==> src/hw/rtl/length_checked_frame_deframer_defines.svh <==
// Assertion macros shared by the deframer RTL.
`ifndef LENGTH_CHECKED_FRAME_DEFRAMER_DEFINES_SVH
`define LENGTH_CHECKED_FRAME_DEFRAMER_DEFINES_SVH

// Check a condition on every clock edge outside reset.
`define LCFD_ASSERT(label, expr, msg) \
  label: assert property (@(posedge clk) disable iff (rst) (expr)) else $error(msg);

// Check that a condition implies another in the same cycle.
`define LCFD_ASSERT_IMPL(label, ante, cons, msg) \
  label: assert property (@(posedge clk) disable iff (rst) (ante) |-> (cons)) else $error(msg);

`endif

==> src/hw/rtl/lcfd_pkg.sv <==
// Types and constants shared by the deframer modules.
package lcfd_pkg;

  localparam int IDX_W   = 6;   // width of byte_index and frame_length
  localparam int CNT_W   = 8;   // descriptor count width, covers the largest buffer
  localparam int TOTAL_W = 16;
  localparam int Q_DEPTH = 4;
  localparam int Q_PTR_W = 2;

  localparam logic [7:0] SYNC_R     = 8'h52;
  localparam logic [7:0] SYNC_M     = 8'h4D;
  localparam logic [7:0] SYNC_C     = 8'h43;
  localparam logic [7:0] SYNC_T     = 8'h54;
  localparam logic [7:0] MIN_LENGTH = 8'd2;
  localparam logic [7:0] CPL_MASK   = 8'hFF;

  localparam logic KIND_PAYLOAD = 1'b0;
  localparam logic KIND_REJECT  = 1'b1;

  // One finished frame as handed from the parser to the drain side.
  typedef struct packed {
    logic               reject;
    logic [CNT_W-1:0]   count;
    logic [TOTAL_W-1:0] total;
  } desc_t;

  typedef struct packed {
    logic  valid;
    desc_t desc;
  } push_t;

endpackage

==> src/hw/rtl/lcfd_in_if.sv <==
// Received byte channel.
interface lcfd_in_if;
  logic       valid;
  logic       ready;
  logic [7:0] rx_byte;

  modport source (output valid, output rx_byte, input ready);
  modport sink (input valid, input rx_byte, output ready);
endinterface

==> src/hw/rtl/lcfd_out_if.sv <==
// Result item channel.
interface lcfd_out_if;
  logic        valid;
  logic        ready;
  logic        kind;
  logic [7:0]  data_byte;
  logic [5:0]  byte_index;
  logic        last;
  logic [5:0]  frame_length;
  logic [15:0] rejected_count;

  modport source (output valid, output kind, output data_byte, output byte_index,
                  output last, output frame_length, output rejected_count, input ready);
  modport sink (input valid, input kind, input data_byte, input byte_index,
                input last, input frame_length, input rejected_count, output ready);
endinterface

==> src/hw/rtl/lcfd_ram.sv <==
// Generic single write port RAM with registered read.
module lcfd_ram #(
  parameter int WIDTH = 8,
  parameter int DEPTH = 60
) (
  input  logic                     clk,
  input  logic                     we,
  input  logic [$clog2(DEPTH)-1:0] waddr,
  input  logic [WIDTH-1:0]         wdata,
  input  logic                     re,
  input  logic [$clog2(DEPTH)-1:0] raddr,
  output logic [WIDTH-1:0]         rdata
);

  logic [WIDTH-1:0] mem [DEPTH];

  always_ff @(posedge clk) begin
    if (we) begin
      mem[waddr] <= wdata;
    end
    if (re) begin
      rdata <= mem[raddr];
    end
  end

endmodule

==> src/hw/rtl/lcfd_front.sv <==
// Frame parser: header hunt, length checks, payload capture and checksum.
`include "length_checked_frame_deframer_defines.svh"
module lcfd_front import lcfd_pkg::*; #(
  parameter int FRAME_BUFFER_BYTES = 64
) (
  input  logic                                        clk,
  input  logic                                        rst,
  lcfd_in_if.sink                                     rx,
  input  logic                                        q_full,
  output push_t                                       push,
  input  logic                                        drain_done,
  output logic                                        wr_en,
  output logic [$clog2(FRAME_BUFFER_BYTES-4)-1:0]     wr_addr,
  output logic [7:0]                                  wr_data
);

  localparam int StoreDepth = FRAME_BUFFER_BYTES - 4;
  localparam int CW = $clog2(StoreDepth + 1);
  localparam int AW = $clog2(StoreDepth);
  localparam logic [8:0]    LenLimit = 9'(FRAME_BUFFER_BYTES - 1);
  localparam logic [CW-1:0] DepthC   = CW'(StoreDepth);

  typedef enum logic [2:0] {
    PH_R, PH_M, PH_C, PH_T, PH_LEN, PH_CPL, PH_PAY, PH_SUM
  } phase_t;

  phase_t              phase, phase_next;
  logic [7:0]          length_byte, length_byte_next;
  logic [CW-1:0]       payload_expected, payload_expected_next;
  logic [CW-1:0]       write_index, write_index_next;
  logic [7:0]          running_sum, running_sum_next;
  logic [TOTAL_W-1:0]  reject_total, reject_total_next;
  logic                busy, busy_next;

  logic                accept;
  logic [7:0]          c;
  logic [CW-1:0]       wi_adv;
  logic [TOTAL_W-1:0]  total_inc;

  // Hold off payload bytes while the buffer still drains the previous frame.
  assign rx.ready = !q_full && !(phase == PH_PAY && busy);
  assign accept   = rx.valid && rx.ready;
  assign c        = rx.rx_byte;
  assign total_inc = reject_total + TOTAL_W'(1);
  assign wi_adv   = (write_index < DepthC) ? write_index + CW'(1) : write_index;

  always_comb begin
    phase_next            = phase;
    length_byte_next      = length_byte;
    payload_expected_next = payload_expected;
    write_index_next      = write_index;
    running_sum_next      = running_sum;
    reject_total_next     = reject_total;
    busy_next             = busy;
    push                  = '0;
    wr_en                 = 1'b0;
    wr_addr               = write_index[AW-1:0];
    wr_data               = c;

    if (drain_done) begin
      busy_next = 1'b0;
    end

    if (accept) begin
      running_sum_next = running_sum + c;
      unique case (phase)
        PH_R: begin
          running_sum_next = c;
          phase_next = (c == SYNC_R) ? PH_M : PH_R;
        end
        PH_M: phase_next = (c == SYNC_M) ? PH_C : PH_R;
        PH_C: phase_next = (c == SYNC_C) ? PH_T : PH_R;
        PH_T: phase_next = (c == SYNC_T) ? PH_LEN : PH_R;
        PH_LEN: begin
          length_byte_next = c;
          if (c < MIN_LENGTH || {1'b0, c} >= LenLimit) begin
            push.valid        = 1'b1;
            push.desc.reject  = 1'b1;
            push.desc.total   = total_inc;
            reject_total_next = total_inc;
            phase_next        = PH_R;
          end else begin
            phase_next = PH_CPL;
          end
        end
        PH_CPL: begin
          if ((c ^ length_byte) != CPL_MASK) begin
            push.valid        = 1'b1;
            push.desc.reject  = 1'b1;
            push.desc.total   = total_inc;
            reject_total_next = total_inc;
            phase_next        = PH_R;
          end else begin
            write_index_next      = '0;
            payload_expected_next = CW'(length_byte - MIN_LENGTH);
            phase_next            = PH_PAY;
          end
        end
        PH_PAY: begin
          wr_en            = (write_index < DepthC);
          write_index_next = wi_adv;
          // A zero payload count still takes one byte before the checksum.
          if (wi_adv >= payload_expected || wi_adv >= DepthC) begin
            phase_next = PH_SUM;
          end
        end
        PH_SUM: begin
          phase_next = PH_R;
          push.valid = 1'b1;
          if (running_sum_next != 8'd0) begin
            write_index_next  = '0;
            push.desc.reject  = 1'b1;
            push.desc.total   = total_inc;
            reject_total_next = total_inc;
          end else begin
            push.desc.reject = 1'b0;
            push.desc.count  = CNT_W'(write_index);
            push.desc.total  = reject_total;
            busy_next        = 1'b1;
          end
        end
        default: phase_next = PH_R;
      endcase
    end
  end

  always_ff @(posedge clk) begin
    if (rst) begin
      phase            <= PH_R;
      length_byte      <= '0;
      payload_expected <= '0;
      write_index      <= '0;
      running_sum      <= '0;
      reject_total     <= '0;
      busy             <= 1'b0;
    end else begin
      phase            <= phase_next;
      length_byte      <= length_byte_next;
      payload_expected <= payload_expected_next;
      write_index      <= write_index_next;
      running_sum      <= running_sum_next;
      reject_total     <= reject_total_next;
      busy             <= busy_next;
    end
  end

  `LCFD_ASSERT(a_no_write_while_drain, !(wr_en && busy), "payload write while buffer drains")

endmodule

==> src/hw/rtl/lcfd_queue.sv <==
// Short descriptor queue between the parser and the drain side.
`include "length_checked_frame_deframer_defines.svh"
module lcfd_queue import lcfd_pkg::*; (
  input  logic  clk,
  input  logic  rst,
  input  push_t push,
  output logic  full,
  input  logic  pop,
  output logic  empty,
  output desc_t head
);

  desc_t              entries [Q_DEPTH];
  logic [Q_PTR_W-1:0] wp, rp;
  logic [Q_PTR_W:0]   count;

  assign full  = (count == (Q_PTR_W + 1)'(Q_DEPTH));
  assign empty = (count == '0);
  assign head  = entries[rp];

  always_ff @(posedge clk) begin
    if (push.valid) begin
      entries[wp] <= push.desc;
    end
    if (rst) begin
      wp    <= '0;
      rp    <= '0;
      count <= '0;
    end else begin
      if (push.valid) begin
        wp <= wp + Q_PTR_W'(1);
      end
      if (pop) begin
        rp <= rp + Q_PTR_W'(1);
      end
      case ({push.valid, pop})
        2'b10:   count <= count + (Q_PTR_W + 1)'(1);
        2'b01:   count <= count - (Q_PTR_W + 1)'(1);
        default: count <= count;
      endcase
    end
  end

  `LCFD_ASSERT(a_no_overflow, !(push.valid && full), "descriptor pushed into full queue")
  `LCFD_ASSERT(a_no_underflow, !(pop && empty), "descriptor popped from empty queue")

endmodule

==> src/hw/rtl/lcfd_back.sv <==
// Drain side: turns descriptors into reject items or payload runs.
`include "length_checked_frame_deframer_defines.svh"
module lcfd_back import lcfd_pkg::*; #(
  parameter int STORE_DEPTH = 60
) (
  input  logic                           clk,
  input  logic                           rst,
  input  logic                           q_empty,
  input  desc_t                          q_head,
  output logic                           pop,
  output logic                           rd_en,
  output logic [$clog2(STORE_DEPTH)-1:0] rd_addr,
  input  logic [7:0]                     rd_data,
  output logic                           drain_done,
  lcfd_out_if.source                     res
);

  localparam int CW = $clog2(STORE_DEPTH + 1);
  localparam int AW = $clog2(STORE_DEPTH);

  typedef enum logic {
    BK_IDLE, BK_READ
  } bk_state_t;

  bk_state_t          state, state_next;
  logic [CW-1:0]      idx, idx_next;
  logic [CW-1:0]      cnt, cnt_next;
  logic [TOTAL_W-1:0] total, total_next;

  logic               out_valid, out_valid_next;
  logic               kind, last;
  logic [7:0]         data_byte;
  logic [IDX_W-1:0]   byte_index, frame_length;
  logic [TOTAL_W-1:0] rejected_count;

  logic               load;
  logic               ld_kind, ld_last;
  logic [7:0]         ld_data;
  logic [IDX_W-1:0]   ld_index, ld_length;
  logic [TOTAL_W-1:0] ld_count;

  logic               out_free;
  logic [CW-1:0]      idx_inc;

  assign out_free = !out_valid || res.ready;
  assign idx_inc  = idx + CW'(1);

  always_comb begin
    state_next     = state;
    idx_next       = idx;
    cnt_next       = cnt;
    total_next     = total;
    pop            = 1'b0;
    rd_en          = 1'b0;
    rd_addr        = idx_inc[AW-1:0];
    drain_done     = 1'b0;
    load           = 1'b0;
    ld_kind        = KIND_PAYLOAD;
    ld_data        = rd_data;
    ld_index       = IDX_W'(idx);
    ld_last        = (idx_inc == cnt);
    ld_length      = IDX_W'(cnt);
    ld_count       = total;

    unique case (state)
      BK_IDLE: begin
        if (!q_empty) begin
          if (q_head.reject) begin
            if (out_free) begin
              pop       = 1'b1;
              load      = 1'b1;
              ld_kind   = KIND_REJECT;
              ld_data   = '0;
              ld_index  = '0;
              ld_last   = 1'b1;
              ld_length = '0;
              ld_count  = q_head.total;
            end
          end else begin
            // Start the run: fetch the first stored byte.
            pop        = 1'b1;
            cnt_next   = CW'(q_head.count);
            total_next = q_head.total;
            idx_next   = '0;
            rd_en      = 1'b1;
            rd_addr    = '0;
            state_next = BK_READ;
          end
        end
      end
      BK_READ: begin
        if (out_free) begin
          load = 1'b1;
          if (idx_inc == cnt) begin
            drain_done = 1'b1;
            state_next = BK_IDLE;
          end else begin
            idx_next = idx_inc;
            rd_en    = 1'b1;
          end
        end
      end
      default: state_next = BK_IDLE;
    endcase

    out_valid_next = load || (out_valid && !res.ready);
  end

  always_ff @(posedge clk) begin
    if (rst) begin
      state     <= BK_IDLE;
      out_valid <= 1'b0;
    end else begin
      state     <= state_next;
      out_valid <= out_valid_next;
    end
    idx   <= idx_next;
    cnt   <= cnt_next;
    total <= total_next;
    if (load) begin
      kind           <= ld_kind;
      data_byte      <= ld_data;
      byte_index     <= ld_index;
      last           <= ld_last;
      frame_length   <= ld_length;
      rejected_count <= ld_count;
    end
  end

  assign res.valid          = out_valid;
  assign res.kind           = kind;
  assign res.data_byte      = data_byte;
  assign res.byte_index     = byte_index;
  assign res.last           = last;
  assign res.frame_length   = frame_length;
  assign res.rejected_count = rejected_count;

  `LCFD_ASSERT_IMPL(a_reject_is_last, out_valid && kind == KIND_REJECT, last, "reject beat without last")
  `LCFD_ASSERT_IMPL(a_read_in_range, rd_en, {1'b0, rd_addr} < (AW + 1)'(STORE_DEPTH), "read past store")

endmodule

==> src/hw/rtl/length_checked_frame_deframer.sv <==
// Top level of the length-checked frame deframer.
//
// Channel rx carries one received byte per beat; channel res carries result
// items. A frame is "RMCT", length L, ~L, payload, checksum; the 8-bit sum of
// all its bytes must be zero. A good frame yields its payload as a run of
// beats with last set on the final one; a bad length, complement or checksum
// yields one reject beat carrying the updated 16-bit reject count.
// Throughput: rx takes one byte per cycle. It stalls only while the payload
// of a new frame arrives before the previous good run has left the payload
// RAM (the RAM holds a single frame), or while the four-entry descriptor
// queue is full.
// A reject beat passes through the descriptor queue and the output register;
// a good run is read from the payload RAM through the output register, then
// one beat per cycle while res is ready.
// When res stalls, the output register holds its beat and the parser keeps
// taking bytes until the queue or the payload RAM is held up.
// Reset (rst, synchronous) returns to the header hunt, clears the reject
// count and the queue; no clearing pass is needed.
module length_checked_frame_deframer import lcfd_pkg::*; #(
  parameter int FRAME_BUFFER_BYTES = 64
) (
  input  logic       clk,
  input  logic       rst,
  lcfd_in_if.sink    rx,
  lcfd_out_if.source res
);

  localparam int StoreDepth = FRAME_BUFFER_BYTES - 4;
  localparam int AW = $clog2(StoreDepth);

  push_t         push;
  desc_t         q_head;
  logic          q_full, q_empty, pop;
  logic          drain_done;
  logic          wr_en, rd_en;
  logic [AW-1:0] wr_addr, rd_addr;
  logic [7:0]    wr_data, rd_data;

  lcfd_front #(.FRAME_BUFFER_BYTES(FRAME_BUFFER_BYTES)) u_front (
    .clk        (clk),
    .rst        (rst),
    .rx         (rx),
    .q_full     (q_full),
    .push       (push),
    .drain_done (drain_done),
    .wr_en      (wr_en),
    .wr_addr    (wr_addr),
    .wr_data    (wr_data)
  );

  lcfd_queue u_queue (
    .clk   (clk),
    .rst   (rst),
    .push  (push),
    .full  (q_full),
    .pop   (pop),
    .empty (q_empty),
    .head  (q_head)
  );

  lcfd_ram #(.WIDTH(8), .DEPTH(StoreDepth)) u_ram (
    .clk   (clk),
    .we    (wr_en),
    .waddr (wr_addr),
    .wdata (wr_data),
    .re    (rd_en),
    .raddr (rd_addr),
    .rdata (rd_data)
  );

  lcfd_back #(.STORE_DEPTH(StoreDepth)) u_back (
    .clk        (clk),
    .rst        (rst),
    .q_empty    (q_empty),
    .q_head     (q_head),
    .pop        (pop),
    .rd_en      (rd_en),
    .rd_addr    (rd_addr),
    .rd_data    (rd_data),
    .drain_done (drain_done),
    .res        (res)
  );

endmodule

==> src/flat_wrapper.sv <==
// flat-port wrapper written by rule: the top's interface ports become plain ports
module length_checked_frame_deframer_flat import lcfd_pkg::*;
#(
  parameter int FRAME_BUFFER_BYTES = 64
)
  (clk, rst, rx_valid, rx_rx_byte, rx_ready, res_valid, res_kind, res_data_byte, res_byte_index, res_last, res_frame_length, res_rejected_count, res_ready);
  lcfd_in_if rx_i ();
  lcfd_out_if res_i ();
  input  logic clk;
  input  logic rst;
  input wire logic [$bits(rx_i.valid)-1:0] rx_valid;
  input wire logic [$bits(rx_i.rx_byte)-1:0] rx_rx_byte;
  output wire logic [$bits(rx_i.ready)-1:0] rx_ready;
  output wire logic [$bits(res_i.valid)-1:0] res_valid;
  output wire logic [$bits(res_i.kind)-1:0] res_kind;
  output wire logic [$bits(res_i.data_byte)-1:0] res_data_byte;
  output wire logic [$bits(res_i.byte_index)-1:0] res_byte_index;
  output wire logic [$bits(res_i.last)-1:0] res_last;
  output wire logic [$bits(res_i.frame_length)-1:0] res_frame_length;
  output wire logic [$bits(res_i.rejected_count)-1:0] res_rejected_count;
  input wire logic [$bits(res_i.ready)-1:0] res_ready;
  assign rx_i.valid = rx_valid;
  assign rx_i.rx_byte = rx_rx_byte;
  assign rx_ready = rx_i.ready;
  assign res_valid = res_i.valid;
  assign res_kind = res_i.kind;
  assign res_data_byte = res_i.data_byte;
  assign res_byte_index = res_i.byte_index;
  assign res_last = res_i.last;
  assign res_frame_length = res_i.frame_length;
  assign res_rejected_count = res_i.rejected_count;
  assign res_i.ready = res_ready;
  length_checked_frame_deframer #(.FRAME_BUFFER_BYTES(FRAME_BUFFER_BYTES)) u_core (.clk(clk), .rst(rst), .rx(rx_i), .res(res_i));
endmodule
==> config.mk <==
export PLATFORM = sky130hd
export DESIGN_NAME = length_checked_frame_deframer_flat
export DESIGN_NICKNAME = d
export VERILOG_FILES = /design/src/hw/rtl/lcfd_pkg.sv /design/src/hw/rtl/lcfd_in_if.sv /design/src/hw/rtl/lcfd_out_if.sv /design/src/hw/rtl/lcfd_ram.sv /design/src/hw/rtl/lcfd_front.sv /design/src/hw/rtl/lcfd_queue.sv /design/src/hw/rtl/lcfd_back.sv /design/src/hw/rtl/length_checked_frame_deframer.sv /design/src/flat_wrapper.sv
export VERILOG_INCLUDE_DIRS = /design/src /design/src/hw/rtl
export SDC_FILE = /design/constraint.sdc
export NUM_CORES = 1
export LEC_CHECK = 0
export BUFFER_PORTS_ARGS = -buffer_cell sky130_fd_sc_hd__buf_4
export CORE_UTILIZATION = 53
export DETAILED_ROUTE_END_ITERATION = 10
export GPL_ROUTABILITY_DRIVEN = 0
export PLACE_DENSITY = 0.65
export SLEW_MARGIN = 15
export SYNTH_ARGS = -nofsm -noshare
export SYNTH_HDL_FRONTEND = slang
export SYNTH_SLANG_ARGS = --single-unit
==> constraint.sdc <==
create_clock -name clk -period 11.3 [get_ports clk]
set_clock_uncertainty 0.1 [all_clocks]
set_input_delay 2.26 -clock clk [delete_from_list [all_inputs] [get_ports clk]]
set_output_delay 2.26 -clock clk [all_outputs]
set_load 0.05 [all_outputs]
# After elaboration in Yosys (flattened, before gate mapping)
# Memories as Yosys holds them, arrays and structs flattened. A register that Yosys moved wholly into a read port is not among the register bits.
# Cells that the tools add are included.
# word_totals
regBits,123
out_inout_bits,40
rom_bits,0
wordCells,177
input_bits,12
latchBits,0
ramBits,580
n_memories,2
# memory_table
memory,words,word_bits,rd,rd_ports_with_merged_regs,write_ports,line,rtl
u_core.u_ram.mem,60,8,1,1,1,lcfd_ram.sv:15,logic [WIDTH-1:0] mem [DEPTH];
u_core.u_queue.entries,4,25,1,1,1,lcfd_queue.sv:13,desc_t entries [Q_DEPTH];
# op_classes
muxes,85
div,0
mul,0
magnitude_cmp,5
n_eq_ne,25
add_sub_neg,9
shift,0
bitwise,5
reduce_logical,25
# op_table
cell,count
$mux W16,9
$mux W6,20
$pmux W16 S3,2
$mux W8,5
$eq A8 B7 Y1 const B,4
$mux W1,30
$mux W26,1
$pmux W3 S8,1
$pmux W6 S3,1
$add A16 B1 Y16 const B,1
$eq A3 B3 Y1 const B,5
$ne A2 B2 Y1 const B,7
$add A6 B1 Y6 const B,2
$mux W2,6
$mux W3,4
$pmux W6 S2,1
$reduce_and A4 Y1,3
$add A8 B8 Y8,1
$ge A8 B6 Y1 const B,1
$lt A8 B2 Y1 const B,1
$ne A8 B8 Y1 const B,1
$reduce_bool A8 Y1,1
$xor A8 B8 Y8,1
$eq A3 B2 Y1 const B,2
24 further kinds,44

# Depth between registers and ports, before layout
# Gate-level depths: netlist of the first run.
# logic_depth
word_depth,9
depth_mapped,14
ltp_nobuf,11

# Modules after synthesis
# Synthesis of the first run repeated with hierarchy kept, for this count alone.
# unflattened
cells_unflattened,1736
area_unflattened_um2,29980.0
# by_module_without_submodules
module,cells_per_inst,n_inst,area_each_um2,seq_area_each_um2
lcfd_ram,925,1,19319.8,14654.1
lcfd_queue,178,1,4085.2,3183.1
lcfd_front,473,1,3892.5,960.9
lcfd_back,160,1,2682.6,2021.9

# Least setup slack after synthesis of the first run
# Ideal clock, no wire load.
# synth_timing
path_kind,input-to-reg
startpoint,input rx_rx_byte[0]
endpoint,"memory u_core.u_queue.entries[0][12] in the netlist's numbering, data pin"
path_stages,10
n_path_buf,1
setup_slack_ns,6.137
setup_time_ns,0.298
t_arrival_ns,4.765
required_ns,10.902
path_cell_list,ha_1 > fa_1 > a211o_1 > and4b_1 > a311oi_1 > nand3_1 > o31ai_2 > clkbuf_1 > a2bb2oi_1 > mux2i_1
# synth_rtl
item,line,rtl
from (decl),flat_wrapper.sv:12,input wire logic [$bits(rx_i.rx_byte)-1:0] rx_rx_byte;
to (decl),lcfd_queue.sv:13,

# Worst setup path after layout of the first run
# layout_timing
startpoint,register u_core.u_back.idx[0]
endpoint,"register u_core.u_ram.rdata[7], read port of u_core.u_ram.mem, data pin"
# layout_between
elab_chain_len,5
elab_cells_between_ends,8
classes_between,add/sub: 1; eq/ne: 1; mux: 6
# layout_lines
item,line,rtl
from (decl),lcfd_back.sv:26,"logic [CW-1:0] idx, idx_next;"
from (signal assigned),lcfd_back.sv:117,idx <= idx_next;
$add A6 B1 Y6 (*),lcfd_back.sv:46,assign idx_inc = idx + CW'(1);
$eq A6 B6 Y1,lcfd_back.sv:94,if (idx_inc == cnt) begin
$mux W1,lcfd_back.sv:94,
$mux W1,lcfd_back.sv:92,if (out_free) begin
$pmux W1 S2,lcfd_back.sv:65,unique case (state)
to (decl),lcfd_ram.sv:12,output logic [WIDTH-1:0] rdata
# Every way passes the cells marked *; elsewhere a longest branch is shown, timed or not.
# A chain may end at the register's enable or synchronous reset.

==> results.tsv, run 1 <==
stage	metric	value	unit
logic_synthesis	synthCells	2061	
pwr	powerDensity	270	nW/um2
pwr	internal_power	5.53	mW
routing	drtIter0Drc	2304	
worst_setup_path	max_stage_delay	830	ps
clock_network	cts_inserted_buffers	72	
status	status	finished clean	
placement	portBuffers	51	
sta	fin_hold_ws	369	ps
sta	setup-violations-final	0	
sta	post-route-period-util	50.5	%
floorplanning	die-height	238	um
hold_path	min_path_cells	2	
logic_synthesis	synthesis.area	29600	um2
logic_synthesis	async_reset_ff_share	0	%
placement	place_inst	2773	
worst_setup_path	cp.arrival	6080	ps
clock_network	ctsHoldBuffers	0	
global_routing	grt_first_pass_wirelength	109000	um
sta	relSlewSlack	24.5	%
sta	max_freq	175	MHz
worst_setup_path	cp.required	11670	ps
logic_synthesis	synthTopCellsByArea	edfxtp_1 (66%), mux4_2 (4.0%), dfxtp_1 (4.0%)	
logic_synthesis	synth-main-ff-cell	edfxtp_1	
pwr	power_frac_comb	37.8	%
run	maxCapViolCount	0	
floorplanning	chipWidth	238	um
worst_setup_path	worst_path_max_delay_cell	a2111oi_0	
sta	hold_violations	0	
pwr	total_power	8.92	mW
clock_network	cts_max_path_buffers	3	
worst_setup_path	path_delay_family	buffers and inverters	
logic_synthesis	synthMostInstantiatedCell	edfxtp_1	
layout	stdcell_area	33100	um2
clock_network	clkTransAtPathRegs	60	ps
worst_setup_path	startpoint_type	flop	
pwr	p_sw	3.39	mW
clock_network	post-cts-setup-buffers	0	
routing	detail-route-antenna-nets	0	
pwr	vdd_drop_max	250	uV
sta	fin_crit	5710	ps
logic_synthesis	yosys_register_bits	705	
sta	worst_pin_slew	1120	ps
logic_synthesis	yosysSeqAreaShare	69.6	%
pwr	leakagePower	11.0	nW
logic_synthesis	synth_nets	2097	
logic_synthesis	avgSynthCellArea	14.3	um2
global_routing	first_global_vias	17600	
clock_network	cts_resized	0	
worst_setup_path	crit_chain	buf_4, ha_2, xor2_4, buf_4, buf_4, o21ai_2, a2111oi_0, a21oi_1, a32oi_1, or4_1	
floorplanning	start_util	53.7	%
layout	final_nets	2135	
pwr	p_clk_share	27.0	%
global_routing	overflow	0	
layout	drive_gt1_share	14.8	%
clock_network	cts.sinks	705	
placement	placedInstanceArea	30700	um2
worst_setup_path	crit_top_cell	buf_4	
logic_synthesis	synth_top_area_cell	edfxtp_1	
clock_network	clk_latency	620	ps
worst_setup_path	path_buf_inv	3	
floorplanning	dieArea	56700	um2
floorplanning	fp-row-count	86	
sta	fin_tns_setup	0	ps
layout	layout-area-overhead-vs-synth	11.9	%
routing	post_drt_wl_per_cell	24.8	um
routing	wirelength	71900	um
logic_synthesis	synth_edf_count	646	
routing	viasPerCell	6.24	
worst_setup_path	ff2ff_path_depth	10	
logic_synthesis	synth_commonest_cells	edfxtp_1 (646), nand2_1 (182), nor2_1 (176)	
worst_setup_path	r2r_slack	5590	ps
logic_synthesis	yosysUniqueCellTypes	80	
global_routing	grt_util_all_layers	25.7	%
sta	rsz0062_at_grt	no	
layout	fin_cells	2904	
hold_path	min_path_type	flop to flop	
worst_setup_path	endpoint_kind	flop	
floorplanning	pin_count	52	
global_routing	grt_max_degree	69	
clock_network	clockRootBuffer	clkbuf_16	
pwr	switching_share	38.0	%
worst_setup_path	critPathKind	flop to flop	
pwr	pwr-share-seq	35.2	%
routing	firstDrtPassIters	6	
logic_synthesis	synth_top_area_share	65.6	%
worst_setup_path	crit_cells	10	
sta	slew_violations	0	
clock_network	cts_tree	done	
placement	dp_hpwl	43700	um
logic_synthesis	ys.warnings.count	0	
global_routing	antenna_found_initial	1	
floorplanning	core	55100	um2
clock_network	htree_num_levels	3	
routing	drc	0	
worst_setup_path	cp_max_fo	67	
routing	vias	18100	
layout make-up:
cell class	instances	area, um2
fill	4166	22000
sequential	705	20600
multi-input combinational	1202	8380
clock buffer	92	1970
tap	748	936
timing repair buffer	89	668
clock inverter	38	433
inverter	29	109
antenna	1	2.50
kinds of logic after synthesis:
group                    after synthesis  share of synthesized area [%]
XOR/XNOR                              38                           1.15
buffers and inverters                154                           2.31
AND/OR/NAND/NOR                      609                           9.55
adder cells (fa/ha/maj)               24                           1.07
AO/OA/AOI/OAI                        383                           8.93
multiplexers                         148                           7.40
flip-flops                           705                           69.6
stage by stage:
step           setup slack (ps)  util, %
6_report                   5590     60.0
4_1_cts                    5660     60.0
2_1_floorplan              6140        -
3_5_place_dp               5180     55.7
3_3_place_gp               5330     55.7
5_1_grt                    5420     60.0
layout by cell type, fill, tap and decap left out, drive strengths merged, types with 9 or more instances in the layout:
cell type    n
mux2i       59
mux2        36
ha          22
nand2b      10
and3        13
clkinv      26
dfxtp       59
nor2b       19
o211ai      19
a2bb2oi     12
inv         32
edfxtp     646
mux4        53
xnor2       21
nor2       176
o31ai       11
o221ai      11
nand2      184
nor3        49
a2111oi      9
xor2        17
or3         16
a21oi       73
nor4        15
buf         89
and2        32
a211oi      25
o311ai      15
o21ai       87
clkbuf      92
nand3       55
nand4       15
o22ai       25
a31oi       20
power by group through the flow:
stage	sequential (mW)	clock [mW]	combinational [mW]
2_1_floorplan	3.42	0	1.97
3_5_place_dp	3.19	0	3.31
5_1_grt	3.15	2.54	3.57
6_report	3.14	2.41	3.37
4_1_cts	3.14	2.44	3.33
3_3_place_gp	3.19	0	3.27
flip-flops by register name, summed over array words and instances, names as in the netlist, 8 cells and up, named ones only:
| name | cells |
|---|---|
| u_core.u_ram.mem | 480 |
| u_core.u_queue.entries | 92 |
| u_core.u_back.res.rejected_count | 16 |
| u_core.u_back.total | 16 |
| u_core.u_front.reject_total | 16 |
| u_core.u_back.res.data_byte | 8 |
| u_core.u_front.length_byte | 8 |
| u_core.u_front.running_sum | 8 |
| u_core.u_ram.rdata | 8 |
tightest hold or removal path, stage by stage (launching register included):
cell     delay (ps)
dfxtp_1         320
nand2_1          50
a21oi_1          50
per-layer routing:
metal / part of all wire (%) / GRT usage, % / vias up
li1: - / - / 8053
met1: 43 / 38.1 / 9108
met2: 45 / 38.9 / 827
met3: 8.6 / 4.12 / 128
met4: 2.7 / 8.74 / 0
met5: 0 / 0 / -
final timing paths:
path	start	endpoint
setup / recovery	u_core.u_back.idx[0]$_SDFFCE_PN0P_	u_core.u_ram.rdata[7]$_DFFE_PP_
hold / removal	u_core.u_front.running_sum[2]$_SDFFE_PP0P_	u_core.u_front.running_sum[2]$_SDFFE_PP0P_
setup reg to reg	u_core.u_back.idx[0]$_SDFFCE_PN0P_	u_core.u_ram.rdata[7]$_DFFE_PP_
hold reg to reg	u_core.u_front.running_sum[2]$_SDFFE_PP0P_	u_core.u_front.running_sum[2]$_SDFFE_PP0P_
No activity file was read; power rests on OpenSTA's default activity.
==> run 2: changes to the inputs <==
PLACE_DENSITY = 0.68   (was 0.65)
clock period = 5 ns   (was 11.3 ns; I/O delays follow)
==> results.tsv, run 2 (synthesized netlist as in run 1, its figures left out) <==
stage	metric	value	unit	change
worst_setup_path	timing.rr.end	u_core.u_ram.rdata[1]$_DFFE_PP_		
worst_setup_path	startpoint_type	flop		
floorplanning	start_util	53.7	%	unchanged
global_routing	first_global_vias	17800		+1.0%
clock_network	cts_resized	0		unchanged
hold_path	min-delay-start	u_core.u_front.running_sum[2]$_SDFFE_PP0P_		
hold_path	hold_end	u_core.u_front.running_sum[2]$_SDFFE_PP0P_		
global_routing	grt_util_all_layers	26.5	%	+0.75 points
worst_setup_path	endpoint_kind	flop		
worst_setup_path	cp.required	5220	ps	-6450 ps
sta	setup-violations-final	0		unchanged
clock_network	htree_num_levels	3		unchanged
sta	slew_violations	0		unchanged
worst_setup_path	critPathKind	flop to flop		
clock_network	clk_latency	620	ps	about the same
hold_path	min_path_cells	2		unchanged
routing	firstDrtPassIters	6		unchanged
layout	layout-area-overhead-vs-synth	12.7	%	
worst_setup_path	cp.arrival	4450	ps	-1630 ps
clock_network	cts_inserted_buffers	73		+1.4%
run	maxCapViolCount	0		unchanged
routing	post_drt_wl_per_cell	25.3	um	+1.9%
sta	rsz0062_at_grt	no		
sta	fin_hold_ws	368	ps	-0.379 ps
sta	fin_tns_setup	0	ps	unchanged
layout	fillCellCount	4140		-0.62%
floorplanning	pin_count	52		unchanged
sta	relSlewSlack	34.6	%	+10 points
pwr	leakagePower	11.0	nW	about the same
pwr	powerDensity	611	nW/um2	+130%
sta	hold_violations	0		unchanged
sta	worst_pin_slew	982	ps	-135 ps
routing	wirelength	74200	um	+3.1%
placement	dp_hpwl	46900	um	+7.5%
sta	fin_crit	4230	ps	-1480 ps
global_routing	overflow	0		unchanged
floorplanning	fp-row-count	86		unchanged
sta	max_freq	237	MHz	+35%
global_routing	grt_first_pass_wirelength	111000	um	+2.2%
worst_setup_path	path_buf_inv	1		-2
worst_setup_path	crit_chain	mux4_2, or3_4, inv_2, or3_1, a2111oi_0, a21oi_1, a32oi_1, or4_1		
worst_setup_path	ff2ff_path_depth	8		-2
global_routing	grt_max_degree	108		+57%
clock_network	ctsHoldBuffers	0		unchanged
sta	post-route-period-util	84.5	%	+34 points
clock_network	cts_tree	done		
worst_setup_path	path_delay_family	simple AND/OR/NAND/NOR gates		
clock_network	cts_max_path_buffers	3		unchanged
hold_path	min_path_type	flop to flop		
layout	most-common-layout-cells	edfxtp_1 (646), nand2_1 (181), nor2_1 (176)		
routing	drtIter0Drc	2256		-2.1%
layout	layout_commonest_cell	edfxtp_1		
routing	viasPerCell	6.28		+0.64%
clock_network	cts.sinks	705		unchanged
clock_network	clkTransAtPathRegs	60	ps	about the same
worst_setup_path	r2r_slack	770	ps	-4820 ps
floorplanning	die-height	238	um	unchanged
global_routing	antenna_found_initial	1		unchanged
routing	detail-route-antenna-nets	0		unchanged
floorplanning	dieArea	56700	um2	unchanged
layout	drive_gt1_share	16.1	%	+1.4 points
worst_setup_path	max_stage_delay	700	ps	-130 ps
worst_setup_path	worst_path_max_delay_cell	mux4_2		
routing	vias	18400		+1.8%
layout	largest_reg_flops	480		unchanged
clock_network	clockRootBuffer	clkbuf_16		
status	status	finished clean		
floorplanning	core	55100	um2	unchanged
pwr	vdd_drop_max	617	uV	+150%
layout	reg_top3	u_core.u_ram.mem x480, u_core.u_queue.entries x92		
placement	portBuffers	51		unchanged
layout	final_nets	2167		+1.5%
worst_setup_path	cp_max_fo	14		-79%
layout	top_register	u_core.u_ram.mem		
floorplanning	chipWidth	238	um	unchanged
layout	num_antenna_cells	0		-1
clock_network	post-cts-setup-buffers	0		unchanged
routing	drc	0		unchanged
-- run 2: worst min-delay path, stage by stage, from the launching register on --
cell     delay [ps]
dfxtp_1         310
nand2_1          60
a21oi_1          50
-- run 2: final cells by class --
type / instances / area [um2] / share of cell area [%]
Tap cell: 748 / 936 / 2.81
Sequential cell: 705 / 20600 / 61.8
Inverter: 29 / 109 / 0.327
Clock buffer: 97 / 2050 / 6.15
Multi-Input combinational cell: 1202 / 8380 / 25.1
Clock inverter: 36 / 347 / 1.04
Timing Repair Buffer: 120 / 926 / 2.78
-- run 2: power breakdown --
part	leakage [nW]	switching, mW	total [mW]	internal [mW]
combinational	3.46	5.44	7.89	2.45
clock	1.17	2.23	5.38	3.16
sequential	6.33	0.167	7.11	6.94
total	11.0	7.83	20.4	12.5
-- run 2: through the flow --
stage               setup WS (ps)  power (mW)  instance area (um2)  util [%]  instances
global placement              638        14.8                30900      56.1       2804
global route                  690        21.1                33300      60.5       2937
detailed placement            498        14.9                30900      56.1       2804
floorplan                    1100        12.2                29600         -       2061
finish                        773        20.4                33300      60.5       2937
CTS                           889        20.3                33300      60.5       2937
-- run 2: worst max-delay path by stage --
stage	start	end	slack, ps	depth (start not counted)
3_3_place_gp	rx_rx_byte[0]	u_core.u_queue.entries[0][1]$_DFFE_PP_	640	11
6_report	flop	u_core.u_ram.rdata[1]$_DFFE_PP_	770	8
4_1_cts	flop	u_core.u_ram.rdata[1]$_DFFE_PP_	890	8
3_5_place_dp	rx_rx_byte[0]	u_core.u_queue.entries[3][1]$_DFFE_PP_	500	11
5_1_grt	flop	u_core.u_ram.rdata[1]$_DFFE_PP_	690	8
2_1_floorplan	rx_rx_byte[0]	u_core.u_queue.entries[0][12]$_DFFE_PP_	1100	10
-- run 2: per-layer routing --
metal  vias to the layer above  global-route usage (%)  routed length (um)
met5                         -                       0                  10
met4                         2                    9.09                2090
met3                       131                    6.21                7310
met2                       963                    40.2               34100
met1                      9228                    37.7               30600
li1                       8116                       -                   -
==> run 3: changes to the inputs <==
ABC_AREA = 1   (was unset)
PLACE_DENSITY = 0.65   (was 0.68)
clock period = 4.2 ns   (was 5 ns; I/O delays follow)
==> results.tsv, run 3 <==
stage	metric	value	unit	change
routing	drtIter0Drc	2150		-4.7%
routing	post_drt_wl_per_cell	20.1	um	-20%
global_routing	overflow	0		unchanged
placement	place_inst	3709		+32%
sta	worst_pin_slew	991	ps	+9.01 ps
pwr	powerDensity	766	nW/um2	+25%
logic_synthesis	synthTopCellsByArea	edfxtp_1 (63%), nand2_1 (7.7%), nand3_1 (7.5%)		
clock_network	htree_num_levels	3		unchanged
sta	setup-violations-final	0		unchanged
clock_network	cts_tree	done		
sta	fin_crit	3400	ps	-824 ps
global_routing	antenna_found_initial	0		-1
hold_path	min_path_type	input port to flop		
worst_setup_path	cp.required	4340	ps	-880 ps
layout	layout_commonest_cell	edfxtp_1		
floorplanning	chipWidth	244	um	+2.3%
floorplanning	dieArea	59400	um2	+4.6%
layout	top_register	u_core.u_ram.mem		
clock_network	clk_latency	610	ps	about the same
worst_setup_path	max_stage_delay	830	ps	+130 ps
logic_synthesis	synth_mux_area_share	0	%	-7.4 points
layout	most-common-layout-cells	edfxtp_1 (646), nand2_1 (635), nand3_1 (461)		
sta	fin_ws	796	ps	+23.7 ps
worst_setup_path	startpoint_type	flop		
logic_synthesis	synth-main-ff-cell	edfxtp_1		
layout	largest_reg_flops	480		unchanged
logic_synthesis	synth_top_area_cell	edfxtp_1		
logic_synthesis	synth_commonest_cells	edfxtp_1 (646), nand2_1 (636), nand3_1 (461)		
clock_network	cts_inserted_buffers	75		+2.7%
sta	max_freq	294	MHz	+24%
floorplanning	start_util	53.7	%	about the same
routing	firstDrtPassIters	6		unchanged
logic_synthesis	async_reset_ff_share	0	%	unchanged
logic_synthesis	yosys.area_share.xor_xnor	0.873	%	-0.28 points
global_routing	grt_first_pass_wirelength	120000	um	+8.0%
logic_synthesis	synthCells	2968		+44%
sta	post-route-period-util	81.0	%	-3.5 points
floorplanning	core	57700	um2	+4.7%
logic_synthesis	synthMostInstantiatedCell	edfxtp_1		
logic_synthesis	synth_edf_count	646		unchanged
sta	slew_violations	0		unchanged
routing	viasPerCell	5.60		-11%
pwr	total_power	26.5	mW	+30%
logic_synthesis	synth_nets	3004		+43%
worst_setup_path	critPathKind	flop to flop		
status	status	finished clean		
floorplanning	die-height	244	um	+2.3%
layout	layout-area-overhead-vs-synth	11.8	%	
pwr	vdd_drop_max	660	uV	+7.0%
sta	fin_hold_ws	340	ps	-28.3 ps
run	maxCapViolCount	0		unchanged
clock_network	clkTransAtPathRegs	60	ps	about the same
clock_network	cts.sinks	705		unchanged
sta	hold_violations	0		unchanged
sta	rsz0062_at_grt	no		
worst_setup_path	path_delay_family	simple AND/OR/NAND/NOR gates		
placement	placedInstanceArea	32200	um2	+4.2%
global_routing	grt_max_degree	134		+24%
clock_network	post-cts-setup-buffers	0		unchanged
routing	vias	21500		+17%
logic_synthesis	yosys_register_bits	705		unchanged
pwr	leakagePower	13.6	nW	+24%
worst_setup_path	crit_chain	nor2_2, inv_2, nor2_4, nand2_1, nand2_1, inv_2, nand2_4, nor3_1, inv_1, nor2_1, nand3_1, nor2_1		
placement	portBuffers	51		unchanged
logic_synthesis	yosysUniqueCellTypes	43		-46%
clock_network	cts_max_path_buffers	3		unchanged
clock_network	cts_resized	0		unchanged
layout	reg_top3	u_core.u_ram.mem x480, u_core.u_queue.entries x92		
layout	num_antenna_cells	0		unchanged
worst_setup_path	crit_cells	12		+4
placement	dp_hpwl	46300	um	-1.3%
placement	place_ws	582	ps	+84.6 ps
logic_synthesis	ys.warnings.count	0		unchanged
routing	drc	0		unchanged
layout	drive_gt1_share	8.93	%	-7.2 points
layout	post-route-util	60.0	%	-0.48 points
clock_network	clockRootBuffer	clkbuf_16		
logic_synthesis	yosys.area_share.simple	21.8	%	+12 points
layout	final_nets	3057		+41%
routing	detail-route-antenna-nets	0		unchanged
floorplanning	fp-row-count	88		+2.3%
clock_network	ctsHoldBuffers	0		unchanged
global_routing	first_global_vias	20900		+18%
sta	relSlewSlack	33.7	%	-0.83 points
worst_setup_path	cp.arrival	3550	ps	-900 ps
logic_synthesis	synth_top_family_by_area	simple AND/OR/NAND/NOR gates		
floorplanning	pin_count	52		unchanged
routing	wirelength	77400	um	+4.4%
logic_synthesis	synth_compound_area_share	4.01	%	-4.9 points
sta	fin_tns_setup	0	ps	unchanged
layout	fin_cells	3844		+31%
global_routing	grt_util_all_layers	26.2	%	-0.23 points
worst_setup_path	worst_path_max_delay_cell	nor2_1		
logic_synthesis	yosysSeqAreaShare	66.5	%	-3.1 points
logic_synthesis	synth_top_area_share	62.7	%	-2.9 points
logic_synthesis	synthesis.area	31000	um2	+4.7%
hold_path	min_path_cells	2		unchanged
worst_setup_path	ff2ff_path_depth	12		+4
logic_synthesis	avgSynthCellArea	10.4	um2	-27%
worst_setup_path	path_buf_inv	3		+2
worst_setup_path	cp_max_fo	9		-5
worst_setup_path	endpoint_kind	flop		
layout	stdcell_area	34600	um2	+3.9%
logic_synthesis	synth-adder-area-share	1.02	%	-0.048 points
[run 3: changes by cell type after synthesis, sizes merged, moves of 53 or more]
| cell | delta |
|---|---|
| mux2i | -59 |
| inv | +254 |
| nor2 | +177 |
| nand2 | +463 |
| nand3 | +407 |
| mux4 | -53 |
[run 3: power by group]
group	leakage, nW	internal [mW]	switching, mW
Clock	1.18	3.80	2.68
Sequential	6.28	8.48	0.241
Combinational	6.12	3.08	8.23
Total	13.6	15.4	11.1
[run 3: path summary, 6_finish.rpt]
kind                                                           start                                          to  slack (ps)
worst max-delay path            u_core.u_front.phase[0]$_SDFFE_PP0P_           u_core.u_ram.mem[53][0]$_DFFE_PP_         800
worst min-delay path                                             rst  u_core.u_front.running_sum[7]$_SDFFE_PP0P_         340
worst max register to register  u_core.u_front.phase[0]$_SDFFE_PP0P_           u_core.u_ram.mem[53][0]$_DFFE_PP_         800
worst min register to register     u_core.u_queue.rp[1]$_SDFFE_PP0P_           u_core.u_queue.rp[1]$_SDFFE_PP0P_         360
[run 3: worst reg2reg max path, stage by stage, from the launching register on]
cell and delay [ps]:
dfxtp_1 430, nor2_2 80, inv_2 90, nor2_4 70
nand2_1 60, nand2_1 100, inv_2 110, nand2_4 110
nor3_1 160, inv_1 80, nor2_1 220, nand3_1 590
nor2_1 840
[run 3: routing by layer]
metal,part of all wire (%),track usage (%),vias to the layer above
met5,0,0,-
met4,2.0,8.13,0
met3,6.9,4.23,112
met2,48,41.7,786
met1,44,37.1,10400
li1,-,-,10200
[run 3: final cells by class]
cell class / count / area (um2)
clock buffer: 96 / 2080
clock inverter: 39 / 320
fill: 4750 / 23100
inverter: 288 / 1090
multi-input combinational: 1829 / 8610
sequential: 705 / 20600
tap: 765 / 957
timing repair buffer: 122 / 991
[run 3: logic make-up (layout without fill, tap and decap cells)]
| group | count (synthesis) | in the layout |
|---|---|---|
| AOI/OAI and AO/OA | 232 | 232 |
| xor gates and xnor gates | 30 | 30 |
| adders and majority gates | 24 | 24 |
| buffers and inverters | 434 | 545 |
| DFF | 705 | 705 |
| and+or+nand+nor | 1543 | 1543 |
